## config.mk

```make
export PLATFORM = sky130hd
export DESIGN_NAME = i2c_master_byte_engine
export DESIGN_NICKNAME = d
export VERILOG_FILES = /design/src/rtl/i2cm_pkg.sv /design/src/rtl/i2cm_front.sv /design/src/rtl/i2cm_queue.sv /design/src/rtl/i2cm_back.sv /design/src/rtl/i2c_master_byte_engine.sv
export SDC_FILE = /design/constraint.sdc
export NUM_CORES = 1
export LEC_CHECK = 0
export BUFFER_PORTS_ARGS = -buffer_cell sky130_fd_sc_hd__buf_4
export CAP_MARGIN = 20
export CORE_MARGIN = 2
export CORE_UTILIZATION = 55
export CTS_BUF_LIST = sky130_fd_sc_hd__clkbuf_16
export CTS_CLUSTER_DIAMETER = 120
export DETAILED_ROUTE_END_ITERATION = 8
export GPL_TIMING_DRIVEN = 0
export HOLD_SLACK_MARGIN = 0.03
export PLACE_DENSITY = 0.71
export RECOVER_POWER = 50
export SETUP_SLACK_MARGIN = 0.3
export SLEW_MARGIN = 0
export SYNTH_ARGS = -nofsm -noshare
export SYNTH_HDL_FRONTEND = slang
export SYNTH_HIERARCHICAL = 1
export SYNTH_SLANG_ARGS = --single-unit
```

## constraint.sdc

```tcl
create_clock -name clk -period 9.4 [get_ports clk]
set_input_delay 0.94 -clock clk [delete_from_list [all_inputs] [get_ports clk]]
set_output_delay 0.94 -clock clk [all_outputs]
set_load 0.03 [all_outputs]
```

## src/rtl/i2cm_pkg.sv

```systemverilog
package i2cm_pkg;

  // command codes carried by one request
  localparam logic [2:0] CMD_NONE   = 3'd0;
  localparam logic [2:0] CMD_START  = 3'd1;
  localparam logic [2:0] CMD_STOP   = 3'd2;
  localparam logic [2:0] CMD_WRITE  = 3'd3;
  localparam logic [2:0] CMD_RD_ACK = 3'd4;
  localparam logic [2:0] CMD_RD_NAK = 3'd5;

  localparam logic [7:0] PHASE_TICKS_RESET = 8'd4;
  localparam int unsigned QUEUE_DEPTH_DEFAULT = 2;

  // one-hot bus sequence steps
  typedef enum logic [19:0] {
    S_IDLE    = 20'h00001,
    S_STA_REL = 20'h00002,
    S_STA_SDA = 20'h00004,
    S_STA_SCL = 20'h00008,
    S_STO_LOW = 20'h00010,
    S_STO_SCL = 20'h00020,
    S_STO_SDA = 20'h00040,
    S_STO_END = 20'h00080,
    S_WR_BIT  = 20'h00100,
    S_WR_SCLH = 20'h00200,
    S_WR_SCLL = 20'h00400,
    S_WR_REL  = 20'h00800,
    S_WR_ACKH = 20'h01000,
    S_WR_ACKL = 20'h02000,
    S_RD_REL  = 20'h04000,
    S_RD_SCLH = 20'h08000,
    S_RD_SCLL = 20'h10000,
    S_RD_ACK  = 20'h20000,
    S_RD_ACKH = 20'h40000,
    S_RD_END  = 20'h80000
  } step_t;

  // classified request as it waits in the queue
  typedef struct packed {
    logic       has_cmd;
    step_t      first_step;
    logic [2:0] command;
    logic [7:0] write_data;
    logic       sda_in;
  } q_entry_t;

endpackage

```

## src/rtl/i2cm_front.sv

```systemverilog
module i2cm_front (
  input  logic                in_valid,
  output logic                in_ready,
  input  logic [2:0]          in_command,
  input  logic [7:0]          in_write_data,
  input  logic                in_sda_in,
  input  logic                q_full,
  output logic                q_push,
  output i2cm_pkg::q_entry_t  q_entry
);
  import i2cm_pkg::*;

  assign in_ready = !q_full;
  assign q_push   = in_valid && !q_full;

  // map the command to the first step of its sequence; unused codes do nothing
  always_comb begin
    q_entry.command    = in_command;
    q_entry.write_data = in_write_data;
    q_entry.sda_in     = in_sda_in;
    q_entry.has_cmd    = 1'b1;
    q_entry.first_step = S_IDLE;
    unique case (in_command)
      CMD_START:  q_entry.first_step = S_STA_REL;
      CMD_STOP:   q_entry.first_step = S_STO_LOW;
      CMD_WRITE:  q_entry.first_step = S_WR_BIT;
      CMD_RD_ACK,
      CMD_RD_NAK: q_entry.first_step = S_RD_REL;
      default:    q_entry.has_cmd    = 1'b0;
    endcase
  end

endmodule

```

## src/rtl/i2cm_queue.sv

```systemverilog
module i2cm_queue #(
  parameter int unsigned DEPTH = i2cm_pkg::QUEUE_DEPTH_DEFAULT
) (
  input  logic                clk,
  input  logic                rst_n,
  input  logic                push,
  input  i2cm_pkg::q_entry_t  push_entry,
  input  logic                pop,
  output i2cm_pkg::q_entry_t  head,
  output logic                full,
  output logic                empty
);
  import i2cm_pkg::*;

  localparam int unsigned PTR_W = (DEPTH > 1) ? $clog2(DEPTH) : 1;
  localparam int unsigned CNT_W = $clog2(DEPTH + 1);
  localparam logic [PTR_W-1:0] PTR_LAST = PTR_W'(DEPTH - 1);
  localparam logic [CNT_W-1:0] CNT_FULL = CNT_W'(DEPTH);

  q_entry_t         slot_r [DEPTH];
  logic [PTR_W-1:0] wr_ptr_r, wr_ptr_nxt;
  logic [PTR_W-1:0] rd_ptr_r, rd_ptr_nxt;
  logic [CNT_W-1:0] count_r, count_nxt;

  assign full  = (count_r == CNT_FULL);
  assign empty = (count_r == '0);
  assign head  = slot_r[rd_ptr_r];

  always_comb begin
    wr_ptr_nxt = wr_ptr_r;
    rd_ptr_nxt = rd_ptr_r;
    count_nxt  = count_r;
    if (push) begin
      wr_ptr_nxt = (wr_ptr_r == PTR_LAST) ? '0 : wr_ptr_r + 1'b1;
    end
    if (pop) begin
      rd_ptr_nxt = (rd_ptr_r == PTR_LAST) ? '0 : rd_ptr_r + 1'b1;
    end
    if (push && !pop) begin
      count_nxt = count_r + 1'b1;
    end else if (pop && !push) begin
      count_nxt = count_r - 1'b1;
    end
  end

  always_ff @(posedge clk) begin
    if (!rst_n) begin
      wr_ptr_r <= '0;
      rd_ptr_r <= '0;
      count_r  <= '0;
    end else begin
      wr_ptr_r <= wr_ptr_nxt;
      rd_ptr_r <= rd_ptr_nxt;
      count_r  <= count_nxt;
    end
  end

  always_ff @(posedge clk) begin
    if (push) begin
      slot_r[wr_ptr_r] <= push_entry;
    end
  end

endmodule

```

## src/rtl/i2cm_back.sv

```systemverilog
module i2cm_back (
  input  logic                clk,
  input  logic                rst_n,
  input  logic                cfg_valid,
  output logic                cfg_ready,
  input  logic [7:0]          cfg_phase_ticks,
  input  logic                q_empty,
  input  i2cm_pkg::q_entry_t  q_head,
  output logic                q_pop,
  output logic                out_valid,
  input  logic                out_ready,
  output logic                out_scl_out,
  output logic                out_sda_out,
  output logic                out_busy_res,
  output logic                out_done_res,
  output logic [7:0]          out_read_data,
  output logic                out_ack_received
);
  import i2cm_pkg::*;

  logic [7:0] phase_ticks_r;
  logic [7:0] phase_r, phase_nxt;
  step_t      step_r, step_nxt;
  logic [3:0] bit_r, bit_nxt;
  logic [7:0] shift_r, shift_nxt;
  logic [2:0] act_r, act_nxt;
  logic       scl_r, scl_nxt;
  logic       sda_r, sda_nxt;
  logic       ack_r, ack_nxt;
  logic [7:0] rx_r, rx_nxt;
  logic       done_r, done_nxt;
  logic       valid_r;
  logic       run;
  step_t      cur;
  logic [3:0] bit_inc;

  assign cfg_ready = 1'b1;
  // engine state doubles as the result register: advance only when it is free
  assign q_pop     = !q_empty && (!valid_r || out_ready);

  always_comb begin
    phase_nxt = phase_r;
    step_nxt  = step_r;
    bit_nxt   = bit_r;
    shift_nxt = shift_r;
    act_nxt   = act_r;
    scl_nxt   = scl_r;
    sda_nxt   = sda_r;
    ack_nxt   = ack_r;
    rx_nxt    = rx_r;
    done_nxt  = 1'b0;
    run       = 1'b0;
    cur       = step_r;
    bit_inc   = bit_r + 4'd1;

    if (q_pop) begin
      if (step_r == S_IDLE) begin
        if (q_head.has_cmd) begin
          act_nxt   = q_head.command;
          bit_nxt   = '0;
          shift_nxt = (q_head.command == CMD_WRITE) ? q_head.write_data : '0;
          cur       = q_head.first_step;
          run       = 1'b1;
        end
      end else if (phase_r != '0) begin
        phase_nxt = phase_r - 8'd1;
      end else begin
        run = 1'b1;
      end
    end

    if (run) begin
      unique case (cur)
        S_STA_REL: begin
          scl_nxt = 1'b1; sda_nxt = 1'b1;
          phase_nxt = phase_ticks_r; step_nxt = S_STA_SDA;
        end
        S_STA_SDA: begin
          sda_nxt = 1'b0; phase_nxt = phase_ticks_r; step_nxt = S_STA_SCL;
        end
        S_STA_SCL: begin
          scl_nxt = 1'b0; phase_nxt = '0; step_nxt = S_IDLE; done_nxt = 1'b1;
        end
        S_STO_LOW: begin
          scl_nxt = 1'b0; sda_nxt = 1'b0;
          phase_nxt = phase_ticks_r; step_nxt = S_STO_SCL;
        end
        S_STO_SCL: begin
          scl_nxt = 1'b1; phase_nxt = phase_ticks_r; step_nxt = S_STO_SDA;
        end
        S_STO_SDA: begin
          sda_nxt = 1'b1; phase_nxt = phase_ticks_r; step_nxt = S_STO_END;
        end
        S_STO_END: begin
          phase_nxt = '0; step_nxt = S_IDLE; done_nxt = 1'b1;
        end
        S_WR_BIT: begin
          sda_nxt   = shift_nxt[7];
          shift_nxt = {shift_nxt[6:0], 1'b0};
          phase_nxt = phase_ticks_r; step_nxt = S_WR_SCLH;
        end
        S_WR_SCLH: begin
          scl_nxt = 1'b1; phase_nxt = phase_ticks_r; step_nxt = S_WR_SCLL;
        end
        S_WR_SCLL: begin
          scl_nxt   = 1'b0;
          bit_nxt   = bit_inc;
          phase_nxt = '0;
          step_nxt  = bit_inc[3] ? S_WR_REL : S_WR_BIT;
        end
        S_WR_REL: begin
          sda_nxt = 1'b1; phase_nxt = phase_ticks_r; step_nxt = S_WR_ACKH;
        end
        S_WR_ACKH: begin
          scl_nxt = 1'b1; ack_nxt = !q_head.sda_in;
          phase_nxt = phase_ticks_r; step_nxt = S_WR_ACKL;
        end
        S_WR_ACKL: begin
          scl_nxt = 1'b0; phase_nxt = '0; step_nxt = S_IDLE; done_nxt = 1'b1;
        end
        S_RD_REL: begin
          sda_nxt = 1'b1; phase_nxt = phase_ticks_r; step_nxt = S_RD_SCLH;
        end
        S_RD_SCLH: begin
          scl_nxt   = 1'b1;
          shift_nxt = {shift_r[6:0], q_head.sda_in};
          phase_nxt = phase_ticks_r; step_nxt = S_RD_SCLL;
        end
        S_RD_SCLL: begin
          scl_nxt = 1'b0;
          bit_nxt = bit_inc;
          if (bit_inc[3]) begin
            phase_nxt = '0; step_nxt = S_RD_ACK;
          end else begin
            phase_nxt = phase_ticks_r; step_nxt = S_RD_SCLH;
          end
        end
        S_RD_ACK: begin
          sda_nxt = (act_r != CMD_RD_ACK);
          phase_nxt = phase_ticks_r; step_nxt = S_RD_ACKH;
        end
        S_RD_ACKH: begin
          scl_nxt = 1'b1; phase_nxt = phase_ticks_r; step_nxt = S_RD_END;
        end
        S_RD_END: begin
          scl_nxt = 1'b0; rx_nxt = shift_r;
          phase_nxt = '0; step_nxt = S_IDLE; done_nxt = 1'b1;
        end
        default: begin
          phase_nxt = '0; step_nxt = S_IDLE;
        end
      endcase
    end
  end

  always_ff @(posedge clk) begin
    if (!rst_n) begin
      phase_ticks_r <= PHASE_TICKS_RESET;
      phase_r       <= '0;
      step_r        <= S_IDLE;
      bit_r         <= '0;
      shift_r       <= '0;
      act_r         <= CMD_NONE;
      scl_r         <= 1'b1;
      sda_r         <= 1'b1;
      ack_r         <= 1'b0;
      rx_r          <= '0;
      done_r        <= 1'b0;
      valid_r       <= 1'b0;
    end else begin
      if (cfg_valid) begin
        phase_ticks_r <= cfg_phase_ticks;
      end
      if (q_pop) begin
        phase_r <= phase_nxt;
        step_r  <= step_nxt;
        bit_r   <= bit_nxt;
        shift_r <= shift_nxt;
        act_r   <= act_nxt;
        scl_r   <= scl_nxt;
        sda_r   <= sda_nxt;
        ack_r   <= ack_nxt;
        rx_r    <= rx_nxt;
        done_r  <= done_nxt;
        valid_r <= 1'b1;
      end else if (out_ready) begin
        valid_r <= 1'b0;
      end
    end
  end

  assign out_valid        = valid_r;
  assign out_scl_out      = scl_r;
  assign out_sda_out      = sda_r;
  assign out_busy_res     = (step_r != S_IDLE);
  assign out_done_res     = done_r;
  assign out_read_data    = rx_r;
  assign out_ack_received = ack_r;

endmodule

```

## src/rtl/i2c_master_byte_engine.sv

```systemverilog
// Path: an accepted request is written into the queue, then popped by the back
// end into the sequencer registers, which hold the result until it is taken.
// Throughput: one tick request per clock cycle unless the result side stalls;
// the queue absorbs output stalls.
// Reset (rst_n low, synchronous): queue emptied, sequencer idle, SCL and SDA
// released high, phase_ticks back to 4, received byte and ACK flag cleared.
module i2c_master_byte_engine #(
  parameter int unsigned QUEUE_DEPTH = i2cm_pkg::QUEUE_DEPTH_DEFAULT
) (
  input  logic       clk,
  input  logic       rst_n,
  input  logic       cfg_valid,
  output logic       cfg_ready,
  input  logic [7:0] cfg_phase_ticks,
  input  logic       in_valid,
  output logic       in_ready,
  input  logic [2:0] in_command,
  input  logic [7:0] in_write_data,
  input  logic       in_sda_in,
  output logic       out_valid,
  input  logic       out_ready,
  output logic       out_scl_out,
  output logic       out_sda_out,
  output logic       out_busy_res,
  output logic       out_done_res,
  output logic [7:0] out_read_data,
  output logic       out_ack_received
);
  import i2cm_pkg::*;

  q_entry_t q_in_entry;
  q_entry_t q_head;
  logic     q_push;
  logic     q_pop;
  logic     q_full;
  logic     q_empty;

  // Front end: take each tick request, decode its command into the first
  // sequence step and drop unused codes to "no command".
  i2cm_front u_front (
    .in_valid      (in_valid),
    .in_ready      (in_ready),
    .in_command    (in_command),
    .in_write_data (in_write_data),
    .in_sda_in     (in_sda_in),
    .q_full        (q_full),
    .q_push        (q_push),
    .q_entry       (q_in_entry)
  );

  // Short queue: lets the front keep accepting, until it is full, while the result side stalls.
  i2cm_queue #(
    .DEPTH (QUEUE_DEPTH)
  ) u_queue (
    .clk        (clk),
    .rst_n      (rst_n),
    .push       (q_push),
    .push_entry (q_in_entry),
    .pop        (q_pop),
    .head       (q_head),
    .full       (q_full),
    .empty      (q_empty)
  );

  // Back end: the bus sequencer. Advance one tick per popped request; its
  // line, flag and byte registers hold the result until it is taken.
  i2cm_back u_back (
    .clk              (clk),
    .rst_n            (rst_n),
    .cfg_valid        (cfg_valid),
    .cfg_ready        (cfg_ready),
    .cfg_phase_ticks  (cfg_phase_ticks),
    .q_empty          (q_empty),
    .q_head           (q_head),
    .q_pop            (q_pop),
    .out_valid        (out_valid),
    .out_ready        (out_ready),
    .out_scl_out      (out_scl_out),
    .out_sda_out      (out_sda_out),
    .out_busy_res     (out_busy_res),
    .out_done_res     (out_done_res),
    .out_read_data    (out_read_data),
    .out_ack_received (out_ack_received)
  );

  // A completing tick always leaves the sequencer idle.
  a_done_idle : assert property (@(posedge clk) disable iff (!rst_n)
    out_valid && out_done_res |-> !out_busy_res)
    else $error("done reported while sequence still busy");

  // The back end never draws from an empty queue.
  a_pop_nonempty : assert property (@(posedge clk) disable iff (!rst_n)
    q_pop |-> !q_empty)
    else $error("queue popped while empty");

  // A request taken at the front is waiting in the queue on the next cycle.
  a_push_lands : assert property (@(posedge clk) disable iff (!rst_n)
    in_valid && in_ready |=> !q_empty)
    else $error("accepted request missing from queue");

endmodule
```

==> summary.txt <==
Detailed routing
  – Residual DRC: 0
  – 1st-iter DRT viols: 415
  – Total wire length: 16.4 mm
  – Avg WL per Cell: between 15 and 20 um
  – Via/cell ratio: 6.03
  – Routed Antenna Nets: 0
  – Via count: between 5000 and 6000
  – Router iterations before antenna repair: 7

Logic synthesis
  – Post-synth top area share: 0.297
  – Flops & latches, synth: ~130
  – Cells after Synth: roughly 640
  – EDFF count, synth: between 60 and 70
  – Avg Cell Area, Syn: roughly 10 um^2
  – Area leader, netlist: edfxtp_1
  – Async SR Flop Fraction: 0
  – Netlist Area Pre-Place: 6680 um^2
  – Yosys cell types: 76
  – Top_reg_cell synth: edfxtp_1
  – Top cells by area, synth: edfxtp_1 (30%), dfxtp_1 (20%), mux2_2 (5.6%)
  – Syn. warnings: 6
  – Sequential area share after synthesis: 0.494

GRT
  – Largest net degree at the start of global routing: 34
  – Global route overflow: 0
  – First-pass GRT wire length: about 25 mm
  – Total global routing track utilization: 0.261
  – Initial antenna violation count: 0
  – Vias in the first global route: 4944

Die
  – DIE AREA: between 10000 and 15000 um^2
  – Core Box Area: approximately 12000 um^2
  – DIE WIDTH: 114 um
  – Initial Utilization: 0.561
  – I/O pin count: 41
  – Die Y: roughly 110 um
  – Num rows: 40

Critical path
  – CP max stage cell: a2111oi_0
  – Critical path endpoint category: flop
  – Worst EP arrival: 4.19 ns
  – Setup Crit Path Kind: flop to flop
  – Buffers plus inverters on the worst setup path: 2
  – Max incr delay on CP: 0.73 ns
  – Startpoint Class: flop
  – Req. time, crit path: just under 10 ns
  – Family with the most delay on the worst path: compound AO/OA/AOI/OAI gates
  – Crit-path cells: buf_2 -> buf_2 -> mux2_2 -> nor4_1 -> nand2_1 -> o31a_1 -> a2111oi_0 -> nor2_1 -> o211ai_1 -> o31ai_1 -> a21oi_1
  – Crit-path most repeated cell: buf_2
  – CP max FO: 10

Clock tree
  – # hold bufs at CTS: 0
  – Postcts setup bufs: 0
  – Post-CTS Resized: 0
  – Bufs on Longest Clock Path: 2
  – CTS tree: yes
  – Clk Tree Root Cell: clkbuf_16
  – Clock sink total: approximately 130
  – CTS buffer count: 17
  – Worst-path clk slew: 0.06 ns
  – Worst-Skew Late Latency: 0.42 ns
  – H-tree depth: 4

Timing
  – Worst hold slack: ~0.47 ns
  – Part of the cycle the worst path needs: 0.408
  – Period minus WS final: around 3.8 ns
  – Final hold vios: 0
  – Fin. max-slew vios: 0
  – Fmax: about 260 MHz
  – Relative slew slack: 0.0850
  – Worst-margin pin slew: approximately 1.4 ns
  – Worst Skew: around 0.01 ns
  – Unrepaired setup endpoints after global routing: false
  – Setup TNS: 0 ns
  – Final setup viols: 0

Layout
  – # diodes: 0
  – Area of the multi-input gates: just over 3000 um^2
  – Nets: 730
  – Share of layout cells above drive strength 1: 0.191
  – Final core occ: 0.644
  – Sequential cell area: between 3000 and 4000 um^2
  – Layout overhead on the synthesized area: 14.8%
  – Fillcell total: around 970
  – Design Area, Final: between 7000 and 8000 um^2
  – Finished Layout Cells: 860

Worst hold path
  – HP Class: flop to flop

Status
  – Status: finished, final reports clean

Placement
  – Area after DPL: a little over 7000 um^2
  – PortBufs: 29
  – DP HPWL: 11.8 mm
  – Global placement routability congestion: 0.880
  – Inst Count DP: between 800 and 900

Pwr
  – P_leak: roughly 2.8 nW
  – VDD IR max: 188 uV
  – Cell Pwr Density: ~270 nW/um^2

Flow run
  – Count of maximum capacitance violations: 0
-- worst paths after layout --
kind         slack, ns  cells past startpoint                    start           endpoint
max               5.56                     11                     flop  u_back/phase_r[1]
max reg2reg       5.56                     11                     flop  u_back/phase_r[1]
min reg2reg       0.47                      2  u_back/phase_ticks_r[3]  u_back/phase_r[3]
min               0.47                      2  u_back/phase_ticks_r[3]  u_back/phase_r[3]
-- cell usage after synthesis, drive strengths merged, types with 6 or more instances --
cell type,instances
a21boi,18
a21oi,38
a22oi,9
a31oi,9
and3,7
buf,41
clkbuf,13
dfxtp,66
edfxtp,66
inv,9
mux2,33
mux2i,17
nand2,61
nand2b,7
nand3,19
nand4,6
nor2,21
nor2b,30
nor3,19
nor3b,6
nor4,9
nor4b,11
o21a,6
o21ai,28
-- sequential cells by signal, indices dropped and copies added (netlist names), named ones only --
register	flops
u_back/shift_r	8
u_back/phase_ticks_r	8
u_queue/count_r	2
u_queue/slot_r	66
u_queue/wr_ptr_r	1
u_back/out_sda_out	1
u_queue/rd_ptr_r	1
u_back/act_r	3
u_back/out_done_res	1
u_back/out_scl_out	1
u_back/out_read_data	8
u_back/phase_r	8
u_back/step_r	17
u_back/out_ack_received	1
u_back/bit_r	4
u_back/out_valid	1
-- metal layers --
metal / vias to the layer above / GRT usage / routed length (um)
li1: 2463 / - / -
met4: 0 / 0.0943 / 304
met2: 162 / 0.419 / 7820
met1: 2531 / 0.340 / 7490
met3: 28 / 0.0720 / 828
met5: - / 0 / 0
-- cells in the final DEF (no fill, tap or decap), types with 10 or more instances in the layout --
| master | Yosys | final |
|---|---|---|
| dfxtp_1 | 66 | 66 |
| edfxtp_1 | 66 | 66 |
| nand2_1 | 61 | 61 |
| a21oi_1 | 37 | 37 |
| clkbuf_1 | 13 | 33 |
| mux2_2 | 33 | 33 |
| nor2b_1 | 30 | 30 |
| buf_4 | 29 | 29 |
| o21ai_0 | 23 | 23 |
| nor2_1 | 20 | 20 |
| nand3_1 | 19 | 19 |
| clkbuf_16 | 0 | 17 |
| nor3_1 | 17 | 17 |
| mux2i_1 | 17 | 17 |
| a21boi_0 | 16 | 16 |
| conb_1 | 2 | 16 |
| nor4b_1 | 11 | 11 |
| inv_1 | 9 | 10 |
| clkbuf_4 | 0 | 10 |
-- worst register-to-register path: cells and delay by family (launching register included) --
kind,cells,cell delay (ns)
buf+inv,2,0.48
simple gates,3,0.95
mux,1,0.40
compound gates,5,1.63
flops,1,0.30
-- final cells by class --
type,count,share of cell area
clock inverters,15,0.0235
clock buffers,17,0.0555
repair buffers,30,0.0206
flip-flops and latches,132,0.431
inverters,10,0.00489
well taps,147,0.0240
plain buffers,54,0.0421
multi-input cells,455,0.399
-- metrics by stage --
stage | worst slack, ns | power [mW]
detailed placement | 5.58 | 1.39
CTS | 5.56 | 2.07
global placement | 5.19 | 1.37
global route | 5.19 | 2.15
floorplan | 6.26 | 1.21
finish | 5.56 | 2.06
-- where the power goes --
group	internal (mW)	switching [mW]	leakage [nW]
Combinational	0.237	0.392	1.32
Clock	0.419	0.257	0.299
Sequential	0.698	0.0539	1.16
-- logic make-up (layout without fill, tap and decap cells) --
logic type,after synthesis,count (layout),synth area share
buffers and inverters,64,126,0.0551
multiplexers,50,50,0.0811
adder cells (fa/ha/maj),5,5,0.00937
other,2,16,0.00112
AND/OR/NAND/NOR,227,227,0.199
AO/OA/AOI/OAI,148,148,0.148
flip-flops,132,132,0.494
XOR/XNOR,9,9,0.0118
(Power assumes the default switching activity.)
